File: src/hdl/gnss_binary_deframer_crc32_unit_assert.svh
// Assertion macros shared by the deframer RTL; they vanish in synthesis builds.
`ifndef GNSS_BINARY_DEFRAMER_CRC32_UNIT_ASSERT_SVH
`define GNSS_BINARY_DEFRAMER_CRC32_UNIT_ASSERT_SVH
`ifndef SYNTHESIS
`define GBDC_ASSERT_IMPLIES(lbl, clk, rst, ante, cons) \
   lbl: assert property (@(posedge clk) disable iff (rst) (ante) |-> (cons)) \
      else $error("gbdc: same-cycle check failed");
`define GBDC_ASSERT_NEXT(lbl, clk, rst, ante, cons) \
   lbl: assert property (@(posedge clk) disable iff (rst) (ante) |=> (cons)) \
      else $error("gbdc: next-cycle check failed");
`else
`define GBDC_ASSERT_IMPLIES(lbl, clk, rst, ante, cons)
`define GBDC_ASSERT_NEXT(lbl, clk, rst, ante, cons)
`endif
`endif

File: src/hdl/gbdc_pkg.sv
// Package with the types, constants and CRC function of the binary deframer.
`timescale 1ns / 1ps
package gbdc_pkg;

   // Frame layout, in bytes counted from the first sync byte.
   localparam int LONG_HEADER_BYTES   = 28;
   localparam int SHORT_HEADER_BYTES  = 12;
   localparam int LONG_LENGTH_OFFSET  = 8;
   localparam int SHORT_LENGTH_OFFSET = 3;
   localparam int TRAILER_BYTES       = 4;

   // Depth of each of the two queues in the block.
   localparam int QUEUE_DEPTH = 2;

   localparam logic [31:0] CRC_POLY = 32'hEDB88320;

   // Register indexes of the configuration port.
   localparam logic [1:0] CSR_SYNC_FIRST       = 2'd0;
   localparam logic [1:0] CSR_SYNC_SECOND      = 2'd1;
   localparam logic [1:0] CSR_SYNC_THIRD_LONG  = 2'd2;
   localparam logic [1:0] CSR_SYNC_THIRD_SHORT = 2'd3;

   localparam logic [7:0] SYNC_FIRST_RESET       = 8'hAA;
   localparam logic [7:0] SYNC_SECOND_RESET      = 8'h44;
   localparam logic [7:0] SYNC_THIRD_LONG_RESET  = 8'h12;
   localparam logic [7:0] SYNC_THIRD_SHORT_RESET = 8'h13;

   typedef enum logic [2:0] {
      PH_HUNT1,
      PH_HUNT2,
      PH_HUNT3,
      PH_HEADER,
      PH_BODY
   } phase_type;

   // What the back end does with a byte.
   typedef enum logic [1:0] {
      OP_START,
      OP_FEED,
      OP_TRAIL
   } op_type;

   typedef struct packed {
      op_type      op;
      logic [7:0]  data;
      logic [16:0] pos;
      logic        is_long;
      logic        last;
      logic        emit;
   } item_type;

   typedef struct packed {
      logic [7:0]  frame_byte;
      logic [16:0] byte_position;
      logic        is_long_header;
      logic        frame_last;
      logic        crc_ok;
   } rsp_type;

   // One byte of the reflected CRC-32 update, bit by bit.
   function automatic logic [31:0] crc_feed(input logic [31:0] crc, input logic [7:0] data);
      logic [31:0] w;
      w = {24'd0, crc[7:0] ^ data};
      for (int k = 0; k < 8; k++) begin
         w = w[0] ? ((w >> 1) ^ CRC_POLY) : (w >> 1);
      end
      return {8'd0, crc[31:8]} ^ w;
   endfunction

endpackage

File: src/hdl/gbdc_fifo.sv
// Small register queue with a fall-through read port.
`timescale 1ns / 1ps
module gbdc_fifo #(
   parameter int WIDTH = 8,
   parameter int DEPTH = 2
) (
   input  logic             clock,
   input  logic             reset,
   input  logic             push,
   input  logic [WIDTH-1:0] push_data,
   output logic             full,
   input  logic             pop,
   output logic [WIDTH-1:0] pop_data,
   output logic             empty
);

   localparam int PTR_W = (DEPTH > 1) ? $clog2(DEPTH) : 1;
   localparam int CNT_W = $clog2(DEPTH + 1);

   logic [WIDTH-1:0] mem_ff [DEPTH];
   logic [PTR_W-1:0] wr_ptr_ff, wr_ptr_in;
   logic [PTR_W-1:0] rd_ptr_ff, rd_ptr_in;
   logic [CNT_W-1:0] count_ff, count_in;
   logic             do_push;
   logic             do_pop;

   assign full     = (count_ff == CNT_W'(DEPTH));
   assign empty    = (count_ff == '0);
   assign do_push  = push && !full;
   assign do_pop   = pop && !empty;
   assign pop_data = mem_ff[rd_ptr_ff];

   always_comb begin
      wr_ptr_in = wr_ptr_ff;
      rd_ptr_in = rd_ptr_ff;
      if (do_push) begin
         wr_ptr_in = (wr_ptr_ff == PTR_W'(DEPTH - 1)) ? '0 : wr_ptr_ff + 1'b1;
      end
      if (do_pop) begin
         rd_ptr_in = (rd_ptr_ff == PTR_W'(DEPTH - 1)) ? '0 : rd_ptr_ff + 1'b1;
      end
      count_in = count_ff + CNT_W'(do_push) - CNT_W'(do_pop);
   end

   always_ff @(posedge clock) begin
      if (reset) begin
         wr_ptr_ff <= '0;
         rd_ptr_ff <= '0;
         count_ff  <= '0;
      end else begin
         wr_ptr_ff <= wr_ptr_in;
         rd_ptr_ff <= rd_ptr_in;
         count_ff  <= count_in;
      end
   end

   always_ff @(posedge clock) begin
      if (do_push) begin
         mem_ff[wr_ptr_ff] <= push_data;
      end
   end

endmodule

File: src/hdl/gbdc_front.sv
// Front end: sync hunt, header parsing, byte positions and frame end detection.
`timescale 1ns / 1ps
module gbdc_front (
   input  logic               clock,
   input  logic               reset,
   input  logic               req_push,
   input  logic [7:0]         req_rx_byte,
   output logic               req_full,
   input  logic               csr_write_en,
   input  logic [1:0]         csr_index,
   input  logic [7:0]         csr_wdata,
   output logic               item_push,
   output gbdc_pkg::item_type item,
   input  logic               item_full
);

   localparam logic [17:0] LONG_HDR  = 18'(gbdc_pkg::LONG_HEADER_BYTES);
   localparam logic [17:0] SHORT_HDR = 18'(gbdc_pkg::SHORT_HEADER_BYTES);
   localparam logic [17:0] TRAILER   = 18'(gbdc_pkg::TRAILER_BYTES);
   localparam logic [16:0] LONG_OFS  = 17'(gbdc_pkg::LONG_LENGTH_OFFSET);
   localparam logic [16:0] SHORT_OFS = 17'(gbdc_pkg::SHORT_LENGTH_OFFSET);

   gbdc_pkg::phase_type phase_ff, phase_in;
   logic [16:0] count_ff, count_in;
   logic        long_ff, long_in;
   logic [15:0] body_len_ff, body_len_in;
   logic [7:0]  sync_first_ff, sync_second_ff, sync_third_long_ff, sync_third_short_ff;

   logic        accept;
   logic        push_req;
   logic        hit_first, hit_second, hit_long, hit_third;
   logic [17:0] hdr_bytes, pos_ext, pos_plus1, total;
   logic        hdr_done, body_data, at_end;

   assign req_full  = item_full;
   assign accept    = req_push && !item_full;
   assign item_push = accept && push_req;

   assign hit_first  = (req_rx_byte == sync_first_ff);
   assign hit_second = (req_rx_byte == sync_second_ff);
   assign hit_long   = (req_rx_byte == sync_third_long_ff);
   assign hit_third  = hit_long || (req_rx_byte == sync_third_short_ff);

   assign hdr_bytes = long_ff ? LONG_HDR : SHORT_HDR;
   assign pos_ext   = {1'b0, count_ff};
   assign pos_plus1 = pos_ext + 18'd1;
   assign total     = hdr_bytes + {2'b00, body_len_ff} + TRAILER;
   assign hdr_done  = (pos_plus1 >= hdr_bytes);
   assign body_data = ((pos_ext + TRAILER) < total);
   assign at_end    = (pos_plus1 >= total);

   // Next phase for the byte on the input.
   always_comb begin
      case (phase_ff)
         gbdc_pkg::PH_HUNT2: begin
            if (hit_second) phase_in = gbdc_pkg::PH_HUNT3;
            else phase_in = hit_first ? gbdc_pkg::PH_HUNT2 : gbdc_pkg::PH_HUNT1;
         end
         gbdc_pkg::PH_HUNT3: begin
            if (hit_third) phase_in = gbdc_pkg::PH_HEADER;
            else phase_in = hit_first ? gbdc_pkg::PH_HUNT2 : gbdc_pkg::PH_HUNT1;
         end
         gbdc_pkg::PH_HEADER: begin
            phase_in = hdr_done ? gbdc_pkg::PH_BODY : gbdc_pkg::PH_HEADER;
         end
         gbdc_pkg::PH_BODY: begin
            phase_in = (!body_data && at_end) ? gbdc_pkg::PH_HUNT1 : gbdc_pkg::PH_BODY;
         end
         default: begin
            phase_in = hit_first ? gbdc_pkg::PH_HUNT2 : gbdc_pkg::PH_HUNT1;
         end
      endcase
   end

   // Counters, header fields and the item handed to the back end.
   always_comb begin
      count_in     = count_ff;
      long_in      = long_ff;
      body_len_in  = body_len_ff;
      push_req     = 1'b0;
      item.op      = gbdc_pkg::OP_FEED;
      item.data    = req_rx_byte;
      item.pos     = count_ff;
      item.is_long = long_ff;
      item.last    = 1'b0;
      item.emit    = 1'b0;
      case (phase_ff)
         gbdc_pkg::PH_HUNT2, gbdc_pkg::PH_HUNT3: begin
            if ((phase_ff == gbdc_pkg::PH_HUNT2) ? hit_second : hit_third) begin
               push_req = 1'b1;
               if (phase_ff == gbdc_pkg::PH_HUNT2) begin
                  count_in = 17'd2;
               end else begin
                  count_in = 17'd3;
                  long_in  = hit_long;
               end
            end else if (hit_first) begin
               // A byte that breaks the sync may itself open a new frame.
               push_req    = 1'b1;
               item.op     = gbdc_pkg::OP_START;
               count_in    = 17'd1;
               body_len_in = '0;
            end else begin
               count_in = '0;
            end
         end
         gbdc_pkg::PH_HEADER: begin
            push_req  = 1'b1;
            item.emit = 1'b1;
            count_in  = pos_plus1[16:0];
            if (long_ff) begin
               if (count_ff == LONG_OFS) body_len_in[7:0] = req_rx_byte;
               else if (count_ff == LONG_OFS + 17'd1) body_len_in[15:8] = req_rx_byte;
            end else if (count_ff == SHORT_OFS) begin
               body_len_in = {8'd0, req_rx_byte};
            end
         end
         gbdc_pkg::PH_BODY: begin
            push_req  = 1'b1;
            item.emit = 1'b1;
            count_in  = pos_plus1[16:0];
            if (!body_data) begin
               item.op = gbdc_pkg::OP_TRAIL;
               if (at_end) begin
                  item.last = 1'b1;
                  count_in  = '0;
               end
            end
         end
         default: begin
            if (hit_first) begin
               push_req    = 1'b1;
               item.op     = gbdc_pkg::OP_START;
               count_in    = 17'd1;
               body_len_in = '0;
            end else begin
               count_in = '0;
            end
         end
      endcase
   end

   always_ff @(posedge clock) begin
      if (reset) begin
         phase_ff    <= gbdc_pkg::PH_HUNT1;
         count_ff    <= '0;
         long_ff     <= 1'b0;
         body_len_ff <= '0;
      end else if (accept) begin
         phase_ff    <= phase_in;
         count_ff    <= count_in;
         long_ff     <= long_in;
         body_len_ff <= body_len_in;
      end
   end

   always_ff @(posedge clock) begin
      if (reset) begin
         sync_first_ff       <= gbdc_pkg::SYNC_FIRST_RESET;
         sync_second_ff      <= gbdc_pkg::SYNC_SECOND_RESET;
         sync_third_long_ff  <= gbdc_pkg::SYNC_THIRD_LONG_RESET;
         sync_third_short_ff <= gbdc_pkg::SYNC_THIRD_SHORT_RESET;
      end else if (csr_write_en) begin
         case (csr_index)
            gbdc_pkg::CSR_SYNC_FIRST:      sync_first_ff       <= csr_wdata;
            gbdc_pkg::CSR_SYNC_SECOND:     sync_second_ff      <= csr_wdata;
            gbdc_pkg::CSR_SYNC_THIRD_LONG: sync_third_long_ff  <= csr_wdata;
            default:                       sync_third_short_ff <= csr_wdata;
         endcase
      end
   end

endmodule

File: src/hdl/gbdc_back.sv
// Back end: running CRC-32, trailer capture and result formation.
`timescale 1ns / 1ps
module gbdc_back (
   input  logic               clock,
   input  logic               reset,
   input  gbdc_pkg::item_type item,
   input  logic               item_empty,
   output logic               item_pop,
   output logic               rsp_push,
   output gbdc_pkg::rsp_type  rsp,
   input  logic               rsp_full
);

   logic [31:0] crc_ff, crc_in;
   logic [31:0] trail_ff, trail_in;
   logic [31:0] crc_next;
   logic [31:0] trail_shift;

   // Bytes that give no result never wait on the result queue.
   assign item_pop = !item_empty && (!item.emit || !rsp_full);
   assign rsp_push = item_pop && item.emit;

   assign crc_next    = gbdc_pkg::crc_feed((item.op == gbdc_pkg::OP_START) ? 32'd0 : crc_ff,
                                           item.data);
   assign trail_shift = {item.data, trail_ff[31:8]};

   always_comb begin
      crc_in   = crc_ff;
      trail_in = trail_ff;
      case (item.op)
         gbdc_pkg::OP_START: begin
            crc_in   = crc_next;
            trail_in = '0;
         end
         gbdc_pkg::OP_FEED: begin
            crc_in = crc_next;
         end
         gbdc_pkg::OP_TRAIL: begin
            trail_in = trail_shift;
         end
         default: begin
            crc_in   = crc_ff;
            trail_in = trail_ff;
         end
      endcase
   end

   always_comb begin
      rsp.frame_byte     = item.data;
      rsp.byte_position  = item.pos;
      rsp.is_long_header = item.is_long;
      rsp.frame_last     = item.last;
      rsp.crc_ok         = item.last && (item.op == gbdc_pkg::OP_TRAIL) &&
                           (trail_shift == crc_ff);
   end

   always_ff @(posedge clock) begin
      if (reset) begin
         crc_ff   <= '0;
         trail_ff <= '0;
      end else if (item_pop) begin
         crc_ff   <= crc_in;
         trail_ff <= trail_in;
      end
   end

endmodule

File: src/hdl/gnss_binary_deframer_crc32_unit.sv
// Top level of the binary frame deframer with CRC-32 check.
`timescale 1ns / 1ps
`include "gnss_binary_deframer_crc32_unit_assert.svh"
// The block takes a receiver byte stream on a queue-style input (req_push, req_full,
// req_rx_byte); one byte is transferred at a rising edge with req_push high and req_full low.
// It hunts for the three-byte sync pattern, parses the header length and hands out every
// frame byte after the sync on a queue-style result port (rsp_empty, rsp_pop, rsp_*), with
// frame_last raised on the final trailer byte, and crc_ok with it when the trailer matches the CRC.
// A byte's result reaches the result port through both queues: the front end classifies the
// byte in the cycle of its transfer and writes it into a small queue, and the back end then
// takes it from there, updates the running CRC-32 and writes the result queue, after which
// rsp_empty drops. Throughput is one byte per cycle while the receiver keeps popping; the
// combinational CRC byte update in the back end and the front end's sync and length compares set it.
// When the receiver stops popping, the result queue fills, then the back end stops and the
// middle queue fills, and finally req_full rises; no byte is lost and none is repeated.
// Reset (synchronous, active high) empties both queues, returns the sync hunt to its start
// and loads the sync registers with their default values. The csr_ port writes a sync
// register at the rising edge where csr_write_en is high; writes are meant to happen while
// the block is idle.
module gnss_binary_deframer_crc32_unit #(
   parameter int QUEUE_DEPTH = gbdc_pkg::QUEUE_DEPTH
) (
   input  logic        clock,
   input  logic        reset,
   input  logic        req_push,
   output logic        req_full,
   input  logic [7:0]  req_rx_byte,
   output logic        rsp_empty,
   input  logic        rsp_pop,
   output logic [7:0]  rsp_frame_byte,
   output logic [16:0] rsp_byte_position,
   output logic        rsp_is_long_header,
   output logic        rsp_frame_last,
   output logic        rsp_crc_ok,
   input  logic        csr_write_en,
   input  logic [1:0]  csr_index,
   input  logic [7:0]  csr_wdata
);

   gbdc_pkg::item_type front_item, back_item;
   gbdc_pkg::rsp_type  back_rsp, out_rsp;
   logic               item_push, item_full, item_pop, item_empty;
   logic               rsp_push, rsp_full;

   // The front end only decides what each byte means; it never waits on the CRC.
   gbdc_front u_front (
      .clock        (clock),
      .reset        (reset),
      .req_push     (req_push),
      .req_rx_byte  (req_rx_byte),
      .req_full     (req_full),
      .csr_write_en (csr_write_en),
      .csr_index    (csr_index),
      .csr_wdata    (csr_wdata),
      .item_push    (item_push),
      .item         (front_item),
      .item_full    (item_full)
   );

   // Sync bytes travel through this queue too, since they enter the CRC.
   gbdc_fifo #(
      .WIDTH ($bits(gbdc_pkg::item_type)),
      .DEPTH (QUEUE_DEPTH)
   ) u_item_queue (
      .clock     (clock),
      .reset     (reset),
      .push      (item_push),
      .push_data (front_item),
      .full      (item_full),
      .pop       (item_pop),
      .pop_data  (back_item),
      .empty     (item_empty)
   );

   gbdc_back u_back (
      .clock      (clock),
      .reset      (reset),
      .item       (back_item),
      .item_empty (item_empty),
      .item_pop   (item_pop),
      .rsp_push   (rsp_push),
      .rsp        (back_rsp),
      .rsp_full   (rsp_full)
   );

   // The result queue holds finished results while the receiver stalls.
   gbdc_fifo #(
      .WIDTH ($bits(gbdc_pkg::rsp_type)),
      .DEPTH (QUEUE_DEPTH)
   ) u_rsp_queue (
      .clock     (clock),
      .reset     (reset),
      .push      (rsp_push),
      .push_data (back_rsp),
      .full      (rsp_full),
      .pop       (rsp_pop),
      .pop_data  (out_rsp),
      .empty     (rsp_empty)
   );

   assign rsp_frame_byte     = out_rsp.frame_byte;
   assign rsp_byte_position  = out_rsp.byte_position;
   assign rsp_is_long_header = out_rsp.is_long_header;
   assign rsp_frame_last     = out_rsp.frame_last;
   assign rsp_crc_ok         = out_rsp.crc_ok;

   // A CRC verdict is only ever given on the closing byte of a frame.
   `GBDC_ASSERT_IMPLIES(a_crc_ok_only_on_last, clock, reset, !rsp_empty && rsp_crc_ok, rsp_frame_last)
   // Sync bytes are never handed out, so every result lies past the sync pattern.
   `GBDC_ASSERT_IMPLIES(a_position_past_sync, clock, reset, !rsp_empty, rsp_byte_position >= 17'd3)
   // Reset leaves no result behind and the input open.
   `GBDC_ASSERT_NEXT(a_reset_clears_queues, clock, 1'b0, reset, rsp_empty && !req_full)

endmodule

File: config.mk
export PLATFORM = sky130hd
export DESIGN_NAME = gnss_binary_deframer_crc32_unit
export DESIGN_NICKNAME = d
export VERILOG_FILES = /design/src/hdl/gbdc_pkg.sv /design/src/hdl/gbdc_fifo.sv /design/src/hdl/gbdc_front.sv /design/src/hdl/gbdc_back.sv /design/src/hdl/gnss_binary_deframer_crc32_unit.sv
export VERILOG_INCLUDE_DIRS = /design/src /design/src/hdl
export SDC_FILE = /design/constraint.sdc
export NUM_CORES = 1
export LEC_CHECK = 0
export BUFFER_PORTS_ARGS = -buffer_cell sky130_fd_sc_hd__clkbuf_2
export CAP_MARGIN = 30
export CORE_AREA = 10 10 169 171
export CTS_CLUSTER_SIZE = 40
export DETAILED_ROUTE_END_ITERATION = 8
export DIE_AREA = 0 0 179 181
export PLACE_DENSITY = 0.78
export RECOVER_POWER = 50
export REMOVE_ABC_BUFFERS = 1
export SYNTH_ARGS = -nofsm -noshare
export SYNTH_HDL_FRONTEND = slang
export SYNTH_HIERARCHICAL = 1
export SYNTH_SLANG_ARGS = --single-unit
File: constraint.sdc
create_clock -name clock -period 3 [get_ports clock]
set_input_delay 0.15 -clock clock [delete_from_list [all_inputs] [get_ports clock]]
set_output_delay 0.15 -clock clock [all_outputs]
set_load 0.005 [all_outputs]
==> metrics.log, run 1 <==
[metrics] # placed instances: approximately 1600
[metrics] Clock Sinks: 251
[metrics] number of storage elements in the synthesis netlist: between 200 and 300
[metrics] routed wire length: 30.9 mm
[metrics] transition time of the tightest slew-check pin: 915 ps
[metrics] placeable core region: roughly 25000 um^2
[metrics] Die Footprint: between 30000 and 40000 um^2
[metrics] Slew Limit Headroom: between 30 and 40%
[metrics] combined area of all synthesized cells: 13600 um^2
[metrics] clock-pin slew of the registers on the worst-case setup and hold paths: roughly 60 ps
[metrics] # fillers: 1948
[metrics] Clock Tree Root: sky130_fd_sc_hd__clkbuf_16
[metrics] antenna violations before repair: 0
[metrics] number of levels in the clock H-tree: 1
[metrics] nature of the critical path startpoint: flip-flop
[metrics] Place WS: -344 ps
[metrics] average size of a mapped cell: 10.5 um^2
[metrics] Slowest cell on crit path: sky130_fd_sc_hd__or4_4
[metrics] Static Leak: just under 6 nW
[metrics] final HPWL from detailed placement: slightly above 20 mm
[metrics] fin cells: between 1500 and 2000
[metrics] fraction of layout cells with a size suffix above 1: between 20% and 30%
[metrics] Final Skew: roughly 13 ps
[metrics] worst path bufs/invs: 2
[metrics] Cell variety after synth: 76
[metrics] area leader, netlist: sky130_fd_sc_hd__edfxtp_1
[metrics] 1st-pass router iterations: 5
[metrics] final clock period utilization by the worst path: approximately 100%
[metrics] largest net degree at the start of global routing: 85
[metrics] data required time at the worst endpoint: around 3400 ps
[metrics] routing usage on met2: roughly 29%
[metrics] number of buffers inserted by port buffering: between 50 and 60
[metrics] row cnt: 58
[metrics] top cells by area in the synthesized netlist: sky130_fd_sc_hd__edfxtp_1 (26%), sky130_fd_sc_hd__dfxtp_1 (20%), sky130_fd_sc_hd__xnor2_1 (9.4%)
[metrics] busiest metal layer after global routing: met2
[metrics] DR DRC count: 0
[metrics] total clock buffers created by CTS: 28
[metrics] final worst setup slack: around 10 ps
[metrics] setup repair after global routing missed its margin: yes
[metrics] Syn-to-layout area delta: 15.9%
[metrics] count of routing violations after the opening detailed-route iteration: 839
[metrics] source of the critical timing path: u_front/count_ff[11]$_SDFFE_PP0P_
[metrics] Initial Utilization: 54.2%
[metrics] total congestion overflow after global routing: 0
[metrics] RR Startpoint: u_front/count_ff[11]$_SDFFE_PP0P_
[metrics] sequential cell area fraction in the yosys report: a little under half
[metrics] chip height: 181 um
[metrics] endpoint class of the critical path: flip-flop
[metrics] classification of the worst-slack hold path: primary input to flip-flop
[metrics] final weighted congestion in routability-driven placement: 0.899
[metrics] first-pass GRT wire length: between 40 and 50 mm
[metrics] cell class contributing the biggest share of worst-path delay: simple AND/OR/NAND/NOR gates
[metrics] remaining number of nets flagged by the antenna check after routing: 0
[metrics] data arrival time of the critical path: 3360 ps
[metrics] async set-reset flop share out of synthesis: 0%
[metrics] clock latency at the later pin of the worst-skew pair: 540 ps
[metrics] delay contributed by the slowest stage of the critical path: 480 ps
[metrics] hold path startpoint: rsp_pop
[metrics] cell-by-cell trace of the critical path: nand4_4 -> or4_4 -> nor2_1 -> xor2_1 -> ha_1 -> nand4_1 -> o311ai_1 -> a21oi_1 -> buf_4 -> buf_6 -> o311ai_4 -> o22ai_1
[metrics] average vias per placed instance: 5.64
[metrics] fraction of met3 tracks used by global routing: under 10%
[metrics] post-synthesis instance total: 1292
[metrics] Avg WL per Cell: roughly 18 um
[metrics] total number of vias: roughly 9700
[metrics] crit path kind: flip-flop to flip-flop
[metrics] total number of yosys warnings: 6
[metrics] highest achievable clock rate: around 330 MHz
[metrics] boundary pin count: 53
[metrics] number of antenna cells inserted: 0
[metrics] peak supply drop: around 0.41 mV
[metrics] post-layout power: approximately 7.5 mW
[metrics] CTS tree: built
[metrics] number of global-route vias before repair: about 9400
[metrics] net count of the finished layout: between 1000 and 1500
[metrics] fraction of met1 tracks used by global routing: 24.5%
[metrics] final count of pins violating max slew: 0
[metrics] clock period minus final worst setup slack: 2990 ps
[metrics] run status: completed
[metrics] power density cells: about 480 nW/um^2
[metrics] primary flip-flop cell chosen by synthesis mapping: sky130_fd_sc_hd__dfxtp_1
[metrics] count of max-cap constraint violations: 0
[metrics] Die Wd: roughly 180 um
[metrics] Finish-stage setup viols: 0
[metrics] highest fanout seen on the critical path: 5
[metrics] number of flops mapped to enable cells by yosys: 116
[metrics] global-route usage over all layers: about 18%
[metrics] maximum root-to-sink buffer count: 3
[metrics] share of the synthesized area in the top cell type: about a quarter
[metrics] final count of hold timing violations: 0
## stage by stage
| step | instance area, um^2 | TNS [ps] | util (%) | hold WS [ps] |
|---|---|---|---|---|
| 2_1_floorplan | 12900 | -24280 | - | 215 |
| 3_3_place_gp | 14200 | -3400 | 56.7 | 421 |
| 3_5_place_dp | 14200 | -5330 | 56.7 | 426 |
| 4_1_cts | 15400 | 0 | 61.5 | 1.38 |
| 5_1_grt | 15700 | -1660 | 62.8 | 48.2 |
| 6_report | 15700 | 0 | 62.8 | 33.4 |
## cell usage in the layout (no fill, tap or decap), types with 26 or more instances in the layout
master                      Yosys  routed
sky130_fd_sc_hd__edfxtp_1     116     116
sky130_fd_sc_hd__mux2_2        31      31
sky130_fd_sc_hd__nand3_1       29      26
sky130_fd_sc_hd__clkbuf_2       1      46
sky130_fd_sc_hd__xor2_1        50      46
sky130_fd_sc_hd__buf_4         46      83
sky130_fd_sc_hd__xnor2_1      145     139
sky130_fd_sc_hd__mux2_1        28      28
sky130_fd_sc_hd__nor2_1       132     125
sky130_fd_sc_hd__nand2_1      112     110
sky130_fd_sc_hd__a21oi_1       53      51
sky130_fd_sc_hd__ha_1          46      39
sky130_fd_sc_hd__clkbuf_16      0      29
sky130_fd_sc_hd__a22oi_1       26      26
sky130_fd_sc_hd__dfxtp_1      135     124
## worst reg2reg max path, stage by stage (launching register included)
cell and delay [ps]:
sky130_fd_sc_hd__dfxtp_1 410, sky130_fd_sc_hd__nand4_4 200, sky130_fd_sc_hd__or4_4 480, sky130_fd_sc_hd__nor2_1 130
sky130_fd_sc_hd__xor2_1 270, sky130_fd_sc_hd__ha_1 170, sky130_fd_sc_hd__nand4_1 140, sky130_fd_sc_hd__o311ai_1 290
sky130_fd_sc_hd__a21oi_1 80, sky130_fd_sc_hd__buf_4 160, sky130_fd_sc_hd__buf_6 130, sky130_fd_sc_hd__o311ai_4 230
sky130_fd_sc_hd__o22ai_1 120
## area by class of cell
cell class	count	area, um^2	area share [%]
multi-input combinational	890	6890	43.8
clock inverter	20	198	1.26
timing repair buffer	160	1170	7.45
inverter	30	115	0.732
sequential	251	6210	39.5
tap	330	413	2.63
clock buffer	32	737	4.69
## cell families (layout without fill, tap and decap cells)
group | Yosys count | count (layout) | synth area share (%)
compound gates | 147 | 147 | 7.28
buf+inv | 151 | 242 | 6.08
simple gates | 403 | 403 | 14.5
flops | 251 | 251 | 45.6
mux | 76 | 76 | 6.15
fa+ha+maj | 47 | 47 | 4.32
xor+xnor | 217 | 217 | 16.1
## repair_timing
item | in CTS | in global routing
endpoints found under the setup margin | 23 | 30
gates resized for setup | 24 | 57
hold buffers | 12 | 0
setup buffers | 3 | 7
hold endpoints to repair | 39 | 0
pin swaps | 8 | 24
## sequential cells by signal, summed over array words and instances (netlist names), named ones only
register / count
u_front/sync_third_long_ff: 8
u_front/sync_third_short_ff: 8
u_item_queue/count_ff: 2
u_front/phase_ff: 3
u_rsp_queue/rd_ptr_ff: 1
u_item_queue/rd_ptr_ff: 1
u_item_queue/wr_ptr_ff: 1
u_rsp_queue/wr_ptr_ff: 1
u_front/long_ff: 1
u_back/crc_ff: 32
u_front/sync_first_ff: 8
u_rsp_queue/count_ff: 2
u_front/count_ff: 17
u_front/body_len_ff: 16
u_item_queue/mem_ff: 60
u_front/sync_second_ff: 8
u_rsp_queue/mem_ff: 56
u_back/trail_ff: 24
## cell usage after synthesis (all sizes together) (13+ instances only)
master  instances
ha             46
edfxtp        116
a211oi         20
nand3          30
and3           15
mux2i          17
xor2           54
nor3           13
dfxtp         135
clkbuf         37
a22oi          26
buf            84
nand4          28
inv            30
nand2         113
nor2          137
mux2           59
xnor2         154
nand2b         13
a21oi          54
o21ai          13
## worst paths after layout
path                            slack (ps)  depth (start not counted)                                   to
worst max-delay path                    10                         12     u_front/count_ff[0]$_SDFFE_PP0P_
worst min-delay path                    30                          4                            flip-flop
worst max register to register          10                         12     u_front/count_ff[0]$_SDFFE_PP0P_
worst min register to register         470                          2  u_front/body_len_ff[3]$_SDFFE_PP0P_
## power breakdown
group / internal [mW] / leakage [nW] / switching [mW]
Sequential: 3.59 / 2.13 / 0.0323
Combinational: 0.227 / 3.21 / 0.272
Clock: 2.03 / 0.449 / 1.39
Total: 5.85 / 5.79 / 1.70
## layer usage
layer / wire (um) / vias up
li1: - / 4556
met2: 14700 / 336
met3: 1930 / 56
met1: 13600 / 4720
met5: 0 / -
met4: 709 / 0
No activity file was read; power rests on OpenSTA's default activity.
==> inputs of run 2 (changes only) <==
Settings changed: CORE_AREA 10 10 169 171 to 10 10 165 167, DIE_AREA 0 0 179 181 to 0 0 175 177, REMOVE_ABC_BUFFERS 1 to not set, SYNTH_HIERARCHICAL 1 to not set.
==> metrics.log, run 2 <==
[metrics] run status: complete, but fails checks (was completed)
[metrics] violations in the final reports: setup timing
[metrics] placeable core region: 24000 um^2 (was 25000 um^2)
[metrics] area leader, netlist: sky130_fd_sc_hd__edfxtp_1 (unchanged)
[metrics] library cell with the highest instance count after synthesis: sky130_fd_sc_hd__nand2_1 (was sky130_fd_sc_hd__xnor2_1)
[metrics] final design instance area without fill: 15500 um^2 (was 15700 um^2)
[metrics] Clock Sinks: 251 (unchanged)
[metrics] antenna violations before repair: 1 (was 0)
[metrics] CTS tree: built (unchanged)
[metrics] average size of a mapped cell: 10.2 um^2 (was 10.5 um^2)
[metrics] Die Footprint: 31000 um^2 (was 32400 um^2)
[metrics] number of antenna cells inserted: 0 (unchanged)
[metrics] Die Wd: 175 um (was 179 um)
[metrics] first-pass GRT wire length: 48.8 mm (was 48.7 mm)
[metrics] async set-reset flop share out of synthesis: 0% (unchanged)
[metrics] 1st-pass router iterations: 5 (unchanged)
[metrics] Final Util: 64.9% (was 62.8%)
[metrics] Finish-stage setup viols: 21 (was 0)
[metrics] # fillers: 1837 (was 1948)
[metrics] final clock period utilization by the worst path: 106% (was 99.7%)
[metrics] data required time at the worst endpoint: 3430 ps (was 3370 ps)
[metrics] post-synthesis instance total: 1272 (was 1292)
[metrics] final count of hold timing violations: 0 (unchanged)
[metrics] global-route usage over all layers: 19.0% (was 18.1%)
[metrics] highest fanout seen on the critical path: 4 (was 5)
[metrics] Placement Cell Area: 14200 um^2 (about the same)
[metrics] total number of vias: 9707 (was 9668)
[metrics] primary flip-flop cell chosen by synthesis mapping: sky130_fd_sc_hd__dfxtp_1 (unchanged)
[metrics] fin cells: 1753 (was 1713)
[metrics] Largest register FFs: 60 (unchanged)
[metrics] Slew Limit Headroom: 38.6% (was 39.0%)
[metrics] maximum root-to-sink buffer count: 3 (unchanged)
[metrics] post-layout power: 11.9 mW (was 7.55 mW)
[metrics] clock period minus final worst setup slack: 3190 ps (was 2990 ps)
[metrics] count of routing violations after the opening detailed-route iteration: 667 (was 839)
[metrics] largest net degree at the start of global routing: 59 (was 85)
[metrics] number of flops mapped to enable cells by yosys: 116 (unchanged)
[metrics] most frequent standard cell in the layout excluding fill and tap cells: sky130_fd_sc_hd__nand2_1 (was sky130_fd_sc_hd__xnor2_1)
[metrics] peak supply drop: 0.459 mV (was 0.414 mV)
[metrics] total clock buffers created by CTS: 26 (was 28)
[metrics] total number of yosys warnings: 0 (was 6)
[metrics] highest achievable clock rate: 313 MHz (was 334 MHz)
[metrics] final worst setup slack: -193 ps (was 10.4 ps)
[metrics] Static Leak: 5.72 nW (was 5.79 nW)
[metrics] average vias per placed instance: 5.54 (was 5.64)
[metrics] Avg WL per Cell: 17.4 um (was 18.0 um)
[metrics] setup repair after global routing missed its margin: yes (unchanged)
[metrics] row cnt: 57 (was 58)
[metrics] clock-pin slew of the registers on the worst-case setup and hold paths: 70 ps (was 60 ps)
[metrics] data arrival time of the critical path: 3630 ps (was 3360 ps)
[metrics] top cells by area in the synthesized netlist: sky130_fd_sc_hd__edfxtp_1 (27%), sky130_fd_sc_hd__dfxtp_1 (21%), sky130_fd_sc_hd__xnor2_1 (8.1%) (was sky130_fd_sc_hd__edfxtp_1 (26%), sky130_fd_sc_hd__dfxtp_1 (20%), sky130_fd_sc_hd__xnor2_1 (9.4%))
[metrics] count of max-cap constraint violations: 0 (unchanged)
[metrics] boundary pin count: 53 (unchanged)
[metrics] transition time of the tightest slew-check pin: 919 ps (was 915 ps)
[metrics] final HPWL from detailed placement: 21.1 mm (was 20.6 mm)
[metrics] synth cell count leaders: sky130_fd_sc_hd__nand2_1 (164), sky130_fd_sc_hd__dfxtp_1 (135), sky130_fd_sc_hd__xnor2_1 (120) (was sky130_fd_sc_hd__xnor2_1 (145), sky130_fd_sc_hd__dfxtp_1 (135), sky130_fd_sc_hd__nor2_1 (132))
[metrics] final weighted congestion in routability-driven placement: 0.917 (was 0.899)
[metrics] fraction of layout cells with a size suffix above 1: 24.1% (was 22.9%)
[metrics] DR DRC count: 0 (unchanged)
[metrics] number of global-route vias before repair: 9629 (was 9369)
[metrics] combined area of all synthesized cells: 12900 um^2 (was 13600 um^2)
[metrics] share of the synthesized area in the top cell type: 27.0% (was 25.7%)
[metrics] routed wire length: 30.4 mm (was 30.9 mm)
[metrics] top flop regs: u_item_queue.mem_ff (60), u_rsp_queue.mem_ff (56), u_back.crc_ff (32) (was u_item_queue/mem_ff (60), u_rsp_queue/mem_ff (56), u_back/crc_ff (32))
[metrics] classification of the worst-slack hold path: primary input to flip-flop (unchanged)
[metrics] number of storage elements in the synthesis netlist: 251 (unchanged)
[metrics] total congestion overflow after global routing: 0 (unchanged)
[metrics] Most flops, register: u_item_queue.mem_ff (was u_item_queue/mem_ff)
[metrics] crit path kind: flip-flop to flip-flop (unchanged)
[metrics] clock latency at the later pin of the worst-skew pair: 530 ps (was 540 ps)
[metrics] commonest non-fill, non-tap cells in the layout: sky130_fd_sc_hd__nand2_1 (163), sky130_fd_sc_hd__dfxtp_1 (125), sky130_fd_sc_hd__buf_4 (122) (was sky130_fd_sc_hd__xnor2_1 (139), sky130_fd_sc_hd__nor2_1 (125), sky130_fd_sc_hd__dfxtp_1 (124))
[metrics] Mapped Nets: 1339
[metrics] Cell variety after synth: 64 (was 76)
[metrics] power density cells: 769 nW/um^2 (was 480 nW/um^2)
[metrics] remaining number of nets flagged by the antenna check after routing: 0 (unchanged)
[metrics] Clock Tree Root: sky130_fd_sc_hd__clkbuf_16 (unchanged)
[metrics] Final Skew: 16.6 ps (was 13.0 ps)
[metrics] net count of the finished layout: 1477 (was 1430)
[metrics] sequential cell area fraction in the yosys report: 47.9% (was 45.6%)
[metrics] Initial Utilization: 53.9% (was 54.2%)
[metrics] nature of the critical path startpoint: flip-flop (unchanged)
[metrics] # placed instances: 1678 (was 1638)
[metrics] Syn-to-layout area delta: 20.3% (was 15.9%)
[metrics] number of levels in the clock H-tree: 1 (unchanged)
[metrics] endpoint class of the critical path: flip-flop (unchanged)
[metrics] number of buffers inserted by port buffering: 52 (unchanged)
[metrics] chip height: 177 um (was 181 um)
[metrics] final count of pins violating max slew: 0 (unchanged)
run 2: cell types whose count changed after synthesis, moves of 14 or more:
cell / before / now
sky130_fd_sc_hd__xor2_1: 50 / 64
sky130_fd_sc_hd__buf_4: 46 / 5
sky130_fd_sc_hd__nand2_1: 112 / 164
sky130_fd_sc_hd__a22oi_1: 26 / 0
sky130_fd_sc_hd__nor3_1: 12 / 26
sky130_fd_sc_hd__o21ai_0: 13 / 31
sky130_fd_sc_hd__clkbuf_1: 36 / 60
sky130_fd_sc_hd__a21oi_1: 53 / 75
sky130_fd_sc_hd__mux2_2: 31 / 50
sky130_fd_sc_hd__xnor2_1: 145 / 120
sky130_fd_sc_hd__nor2_1: 132 / 83
sky130_fd_sc_hd__o31ai_1: 1 / 16
sky130_fd_sc_hd__buf_2: 26 / 4
sky130_fd_sc_hd__mux2_1: 28 / 0
run 2: final timing paths:
check,startpoint,to,slack [ps],depth (start not counted)
worst max-delay path,u_front.long_ff$_SDFFE_PP0P_,u_front.count_ff[1]$_SDFFE_PP0P_,-190,16
worst max register to register,u_front.long_ff$_SDFFE_PP0P_,u_front.count_ff[1]$_SDFFE_PP0P_,-190,16
worst min register to register,u_back.trail_ff[13]$_SDFFE_PP0P_,u_back.trail_ff[13]$_SDFFE_PP0P_,470,2
worst min-delay path,req_push,u_front.count_ff[0]$_SDFFE_PP0P_,80,4
run 2: logic make-up after synthesis:
family                   synth area share [%]
buffers and inverters                    3.73
multiplexers                             6.74
adder cells (fa/ha/maj)                  4.26
AO/OA/AOI/OAI                            8.53
AND/OR/NAND/NOR                          15.5
XOR/XNOR                                 13.3
flip-flops                               47.9
run 2: layout make-up:
class	instances	area, um^2	share of cell area (%)
timing repair buffer	188	1290	8.31
multi-input combinational	907	6670	42.9
clock inverter	12	114	0.733
inverter	36	138	0.885
tap	324	405	2.61
sequential	251	6210	40.0
clock buffer	35	716	4.60
run 2: report_power, final:
part,switching (mW),internal [mW],leakage [nW]
Clock,1.30,1.84,0.397
Sequential,0.321,4.05,2.13
Combinational,2.37,2.06,3.20
Total,3.99,7.95,5.72
run 2: metrics by stage:
step	TNS [ps]	hold WS (ps)	worst slack (ps)
after floorplan	-4220	249	-70.4
after global placement	-803	439	-128
after detailed placement	-2810	435	-246
after CTS	-823	26.8	-87.7
after global routing	-5290	92.5	-308
final	-2030	78.0	-193
run 2: critical path, stage by stage, from the launching register on:
cell and delay (ps):
sky130_fd_sc_hd__dfxtp_2 330, sky130_fd_sc_hd__inv_2 50, sky130_fd_sc_hd__ha_4 160, sky130_fd_sc_hd__inv_4 70, sky130_fd_sc_hd__ha_4 150, sky130_fd_sc_hd__nand3_4 100, sky130_fd_sc_hd__buf_4 170, sky130_fd_sc_hd__xor2_2 180
sky130_fd_sc_hd__ha_1 300, sky130_fd_sc_hd__and4_4 200, sky130_fd_sc_hd__buf_4 130, sky130_fd_sc_hd__a2111oi_4 320, sky130_fd_sc_hd__o221ai_2 160, sky130_fd_sc_hd__a211oi_2 250, sky130_fd_sc_hd__buf_4 210, sky130_fd_sc_hd__o31ai_4 70
sky130_fd_sc_hd__a221oi_2 250
run 2: repair_timing:
action	4_1_cts	5_1_grt
endpoints found under the setup margin	26	29
gates cloned	0	0
hold endpoints to repair	30	0
setup buffers	12	7
pin swaps	25	28
hold buffers	8	0
gates resized for setup	45	27
run 2: metal layers:
layer / vias up / wire, um / GRT usage, %
li1: 4728 / - / -
met1: 4597 / 13500 / 24.7
met2: 315 / 14000 / 31.3
met3: 65 / 2160 / 3.78
met4: 2 / 780 / 6.00
met5: - / 13 / 0
==> inputs of run 3 (changes only) <==
Settings changed: CORE_AREA 10 10 165 167 to 10 10 168 170, DIE_AREA 0 0 175 177 to 0 0 178 180, PLACE_DENSITY 0.78 to 0.76.
==> metrics.log, run 3 (same netlist as run 2, synthesis figures left out) <==
[metrics] run status: complete, but fails checks (unchanged)
[metrics] violations in the final reports: setup timing (unchanged)
[metrics] final HPWL from detailed placement: 21.5 mm (was 21.1 mm)
[metrics] data arrival time of the critical path: 3690 ps (was 3630 ps)
[metrics] DR DRC count: 0 (unchanged)
[metrics] Initial Utilization: 51.9% (was 53.9%)
[metrics] Die Wd: 178 um (was 175 um)
[metrics] highest fanout seen on the critical path: 4 (unchanged)
[metrics] final weighted congestion in routability-driven placement: 0.948 (was 0.917)
[metrics] worst path bufs/invs: 5 (unchanged)
[metrics] most frequent standard cell in the layout excluding fill and tap cells: sky130_fd_sc_hd__nand2_1 (unchanged)
[metrics] clock period minus final worst setup slack: 3280 ps (was 3190 ps)
[metrics] net count of the finished layout: 1505 (was 1477)
[metrics] setup TNS: -5020 ps (was -2030 ps)
[metrics] Sequential Area: 6210 um^2 (about the same)
[metrics] Slowest cell on crit path: sky130_fd_sc_hd__a221oi_2 (was sky130_fd_sc_hd__dfxtp_2)
[metrics] highest achievable clock rate: 305 MHz (was 313 MHz)
[metrics] crit path kind: flip-flop to flip-flop (unchanged)
[metrics] Avg WL per Cell: 17.6 um (was 17.4 um)
[metrics] RR Startpoint: u_front.count_ff[0]$_SDFFE_PP0P_ (was u_front.long_ff$_SDFFE_PP0P_)
[metrics] routed wire length: 31.4 mm (was 30.4 mm)
[metrics] Final Util: 63.4% (was 64.9%)
[metrics] delay contributed by the slowest stage of the critical path: 380 ps (was 330 ps)
[metrics] most frequent cell on the critical path: sky130_fd_sc_hd__buf_4 (unchanged)
[metrics] Most flops, register: u_item_queue.mem_ff (unchanged)
[metrics] first-pass GRT wire length: 49.9 mm (was 48.8 mm)
[metrics] fraction of layout cells with a size suffix above 1: 25.3% (was 24.1%)
[metrics] clock latency at the later pin of the worst-skew pair: 530 ps (about the same)
[metrics] CTS tree: built (unchanged)
[metrics] clock-pin slew of the registers on the worst-case setup and hold paths: 70 ps (about the same)
[metrics] Largest register FFs: 60 (unchanged)
[metrics] count of max-cap constraint violations: 0 (unchanged)
[metrics] antenna violations before repair: 0 (was 1)
[metrics] largest net degree at the start of global routing: 87 (was 59)
[metrics] placeable core region: 24900 um^2 (was 24000 um^2)
[metrics] # fillers: 1960 (was 1837)
[metrics] register-to-register setup slack: -280 ps (was -190 ps)
[metrics] Placement Cell Area: 14400 um^2 (was 14200 um^2)
[metrics] final clock period utilization by the worst path: 109% (was 106%)
[metrics] Static Leak: 5.90 nW (was 5.72 nW)
[metrics] transition time of the tightest slew-check pin: 955 ps (was 919 ps)
[metrics] endpoint of the worst-slack reg-to-reg timing path: u_front.count_ff[13]$_SDFFE_PP0P_ (was u_front.count_ff[1]$_SDFFE_PP0P_)
[metrics] final count of pins violating max slew: 0 (unchanged)
[metrics] cell-by-cell trace of the critical path: buf_4 -> nand2_1 -> buf_4 -> nor4_1 -> buf_4 -> xor2_1 -> ha_1 -> nand4_1 -> a221oi_2 -> a211oi_2 -> buf_4 -> nor3_4 -> buf_2 -> o21ai_1 (was inv_2 -> ha_4 -> inv_4 -> ha_4 -> nand3_4 -> buf_4 -> xor2_2 -> ha_1 -> and4_4 -> buf_4 -> a2111oi_4 -> o221ai_2 -> a211oi_2 -> buf_4 -> o31ai_4 -> a221oi_2)
[metrics] total clock buffers created by CTS: 26 (unchanged)
[metrics] number of global-route vias before repair: 9689 (was 9629)
[metrics] total congestion overflow after global routing: 0 (unchanged)
[metrics] nature of the critical path startpoint: flip-flop (unchanged)
[metrics] remaining number of nets flagged by the antenna check after routing: 0 (unchanged)
[metrics] Finish-stage setup viols: 25 (was 21)
[metrics] commonest non-fill, non-tap cells in the layout: sky130_fd_sc_hd__nand2_1 (162), sky130_fd_sc_hd__buf_4 (150), sky130_fd_sc_hd__dfxtp_1 (124) (was sky130_fd_sc_hd__nand2_1 (163), sky130_fd_sc_hd__dfxtp_1 (125), sky130_fd_sc_hd__buf_4 (122))
[metrics] final count of hold timing violations: 0 (unchanged)
[metrics] chip height: 180 um (was 177 um)
[metrics] final design instance area without fill: 15800 um^2 (was 15500 um^2)
[metrics] 1st-pass router iterations: 5 (unchanged)
[metrics] cell class contributing the biggest share of worst-path delay: buffers and inverters (was compound AO/OA/AOI/OAI gates)
[metrics] data required time at the worst endpoint: 3410 ps (was 3430 ps)
[metrics] top flop regs: u_item_queue.mem_ff (60), u_rsp_queue.mem_ff (56), u_back.crc_ff (32) (unchanged)
[metrics] peak supply drop: 0.457 mV (was 0.459 mV)
[metrics] count of routing violations after the opening detailed-route iteration: 801 (was 667)
[metrics] endpoint class of the critical path: flip-flop (unchanged)
[metrics] power density cells: 765 nW/um^2 (was 769 nW/um^2)
[metrics] number of buffers inserted by port buffering: 52 (unchanged)
[metrics] classification of the worst-slack hold path: primary input to flip-flop (unchanged)
[metrics] Clock Sinks: 251 (unchanged)
[metrics] Final Skew: 13.0 ps (was 16.6 ps)
[metrics] hold path startpoint: req_push (unchanged)
[metrics] average vias per placed instance: 5.59 (was 5.54)
[metrics] number of levels in the clock H-tree: 1 (unchanged)
[metrics] Syn-to-layout area delta: 22.1% (was 20.3%)
[metrics] number of cell instances on the worst register-to-register path: 14 (was 16)
[metrics] final worst setup slack: -278 ps (was -193 ps)
[metrics] global-route usage over all layers: 18.8% (was 19.0%)
[metrics] number of antenna cells inserted: 0 (unchanged)
[metrics] Hold Crit Endpoint: u_front.count_ff[0]$_SDFFE_PP0P_ (unchanged)
[metrics] total number of vias: 9994 (was 9707)
[metrics] setup repair after global routing missed its margin: yes (unchanged)
[metrics] Slew Limit Headroom: 36.2% (was 38.6%)
[metrics] boundary pin count: 53 (unchanged)
[metrics] Clock Tree Root: sky130_fd_sc_hd__clkbuf_16 (unchanged)
[metrics] maximum root-to-sink buffer count: 3 (unchanged)
[metrics] row cnt: 58 (was 57)
[metrics] number of cells on the worst hold path: 4 (unchanged)
[metrics] area occupied by multi-input gates: 6650 um^2 (was 6670 um^2)
[metrics] Die Footprint: 32000 um^2 (was 31000 um^2)
-- run 3: changes by cell type in the layout (fill, tap and decap cells not counted), moves of 3 or more --
| cell | previous run | this run |
|---|---|---|
| sky130_fd_sc_hd__o21ai_2 | 4 | 1 |
| sky130_fd_sc_hd__clkinv_4 | 0 | 3 |
| sky130_fd_sc_hd__xnor2_2 | 11 | 8 |
| sky130_fd_sc_hd__buf_4 | 122 | 150 |
| sky130_fd_sc_hd__xnor2_1 | 113 | 116 |
| sky130_fd_sc_hd__clkbuf_1 | 20 | 15 |
-- run 3: worst max-delay path by stage --
| stage | start | to | slack [ps] | cells after the start |
|---|---|---|---|---|
| floorplan | req_rx_byte[1] | u_item_queue.mem_ff[0][0]$_DFFE_PP_ | -70 | 8 |
| global placement | u_front.body_len_ff[4]$_SDFFE_PP0P_ | u_front.count_ff[3]$_SDFFE_PP0P_ | -670 | 14 |
| detailed placement | u_front.count_ff[3]$_SDFFE_PP0P_ | u_front.count_ff[9]$_SDFFE_PP0P_ | -360 | 14 |
| CTS | u_front.long_ff$_SDFFE_PP0P_ | u_front.count_ff[1]$_SDFFE_PP0P_ | -170 | 16 |
| global route | u_front.count_ff[3]$_SDFFE_PP0P_ | u_front.count_ff[1]$_SDFFE_PP0P_ | -420 | 14 |
| finish | u_front.count_ff[0]$_SDFFE_PP0P_ | u_front.count_ff[13]$_SDFFE_PP0P_ | -280 | 14 |
-- run 3: what timing repair did --
item	in CTS	in global routing
gates cloned	1	0
hold buffers	8	0
endpoints found under the setup margin	26	29
hold endpoints to repair	30	0
pin swaps	29	18
gates resized for setup	47	22
buffers inserted	8	12
-- run 3: worst register-to-register path: cells and delay by family (launching register included) --
kind | cells | cell delay, ps
buffers and inverters | 5 | 890
AO/OA/AOI/OAI | 3 | 590
flip-flops | 1 | 370
adder cells (fa/ha/maj) | 1 | 210
AND/OR/NAND/NOR | 4 | 740
XOR/XNOR | 1 | 360
-- run 3: final cells by class --
class | count | share of cell area, %
multi-input cells | 907 | 42.2
clock inverters | 15 | 0.904
inverters | 36 | 0.872
well taps | 330 | 2.62
repair buffers | 216 | 9.52
flip-flops and latches | 251 | 39.4
clock buffers | 33 | 4.55
-- run 3: power by group --
part | internal, mW | switching [mW]
Clock | 1.88 | 1.34
Combinational | 2.09 | 2.42
Sequential | 4.05 | 0.291
Total | 8.02 | 4.06
-- run 3: stage by stage --
stage	worst slack (ps)	std cells	total power, mW	hold slack, ps
floorplan	-70.4	1272	7.54	249
global placement	-671	1709	8.65	446
detailed placement	-363	1710	8.74	448
CTS	-169	1775	12.1	18.1
global route	-416	1788	12.7	103
finish	-278	1788	12.1	62.2
-- run 3: routing by layer --
layer / vias up / share of wire, % / global-route usage (%)
li1: 4782 / - / -
met3: 67 / 7.5 / 3.10
met1: 4787 / 43 / 25.8
met4: 0 / 2.3 / 5.27
met2: 358 / 47 / 29.7
met5: - / 0 / 0
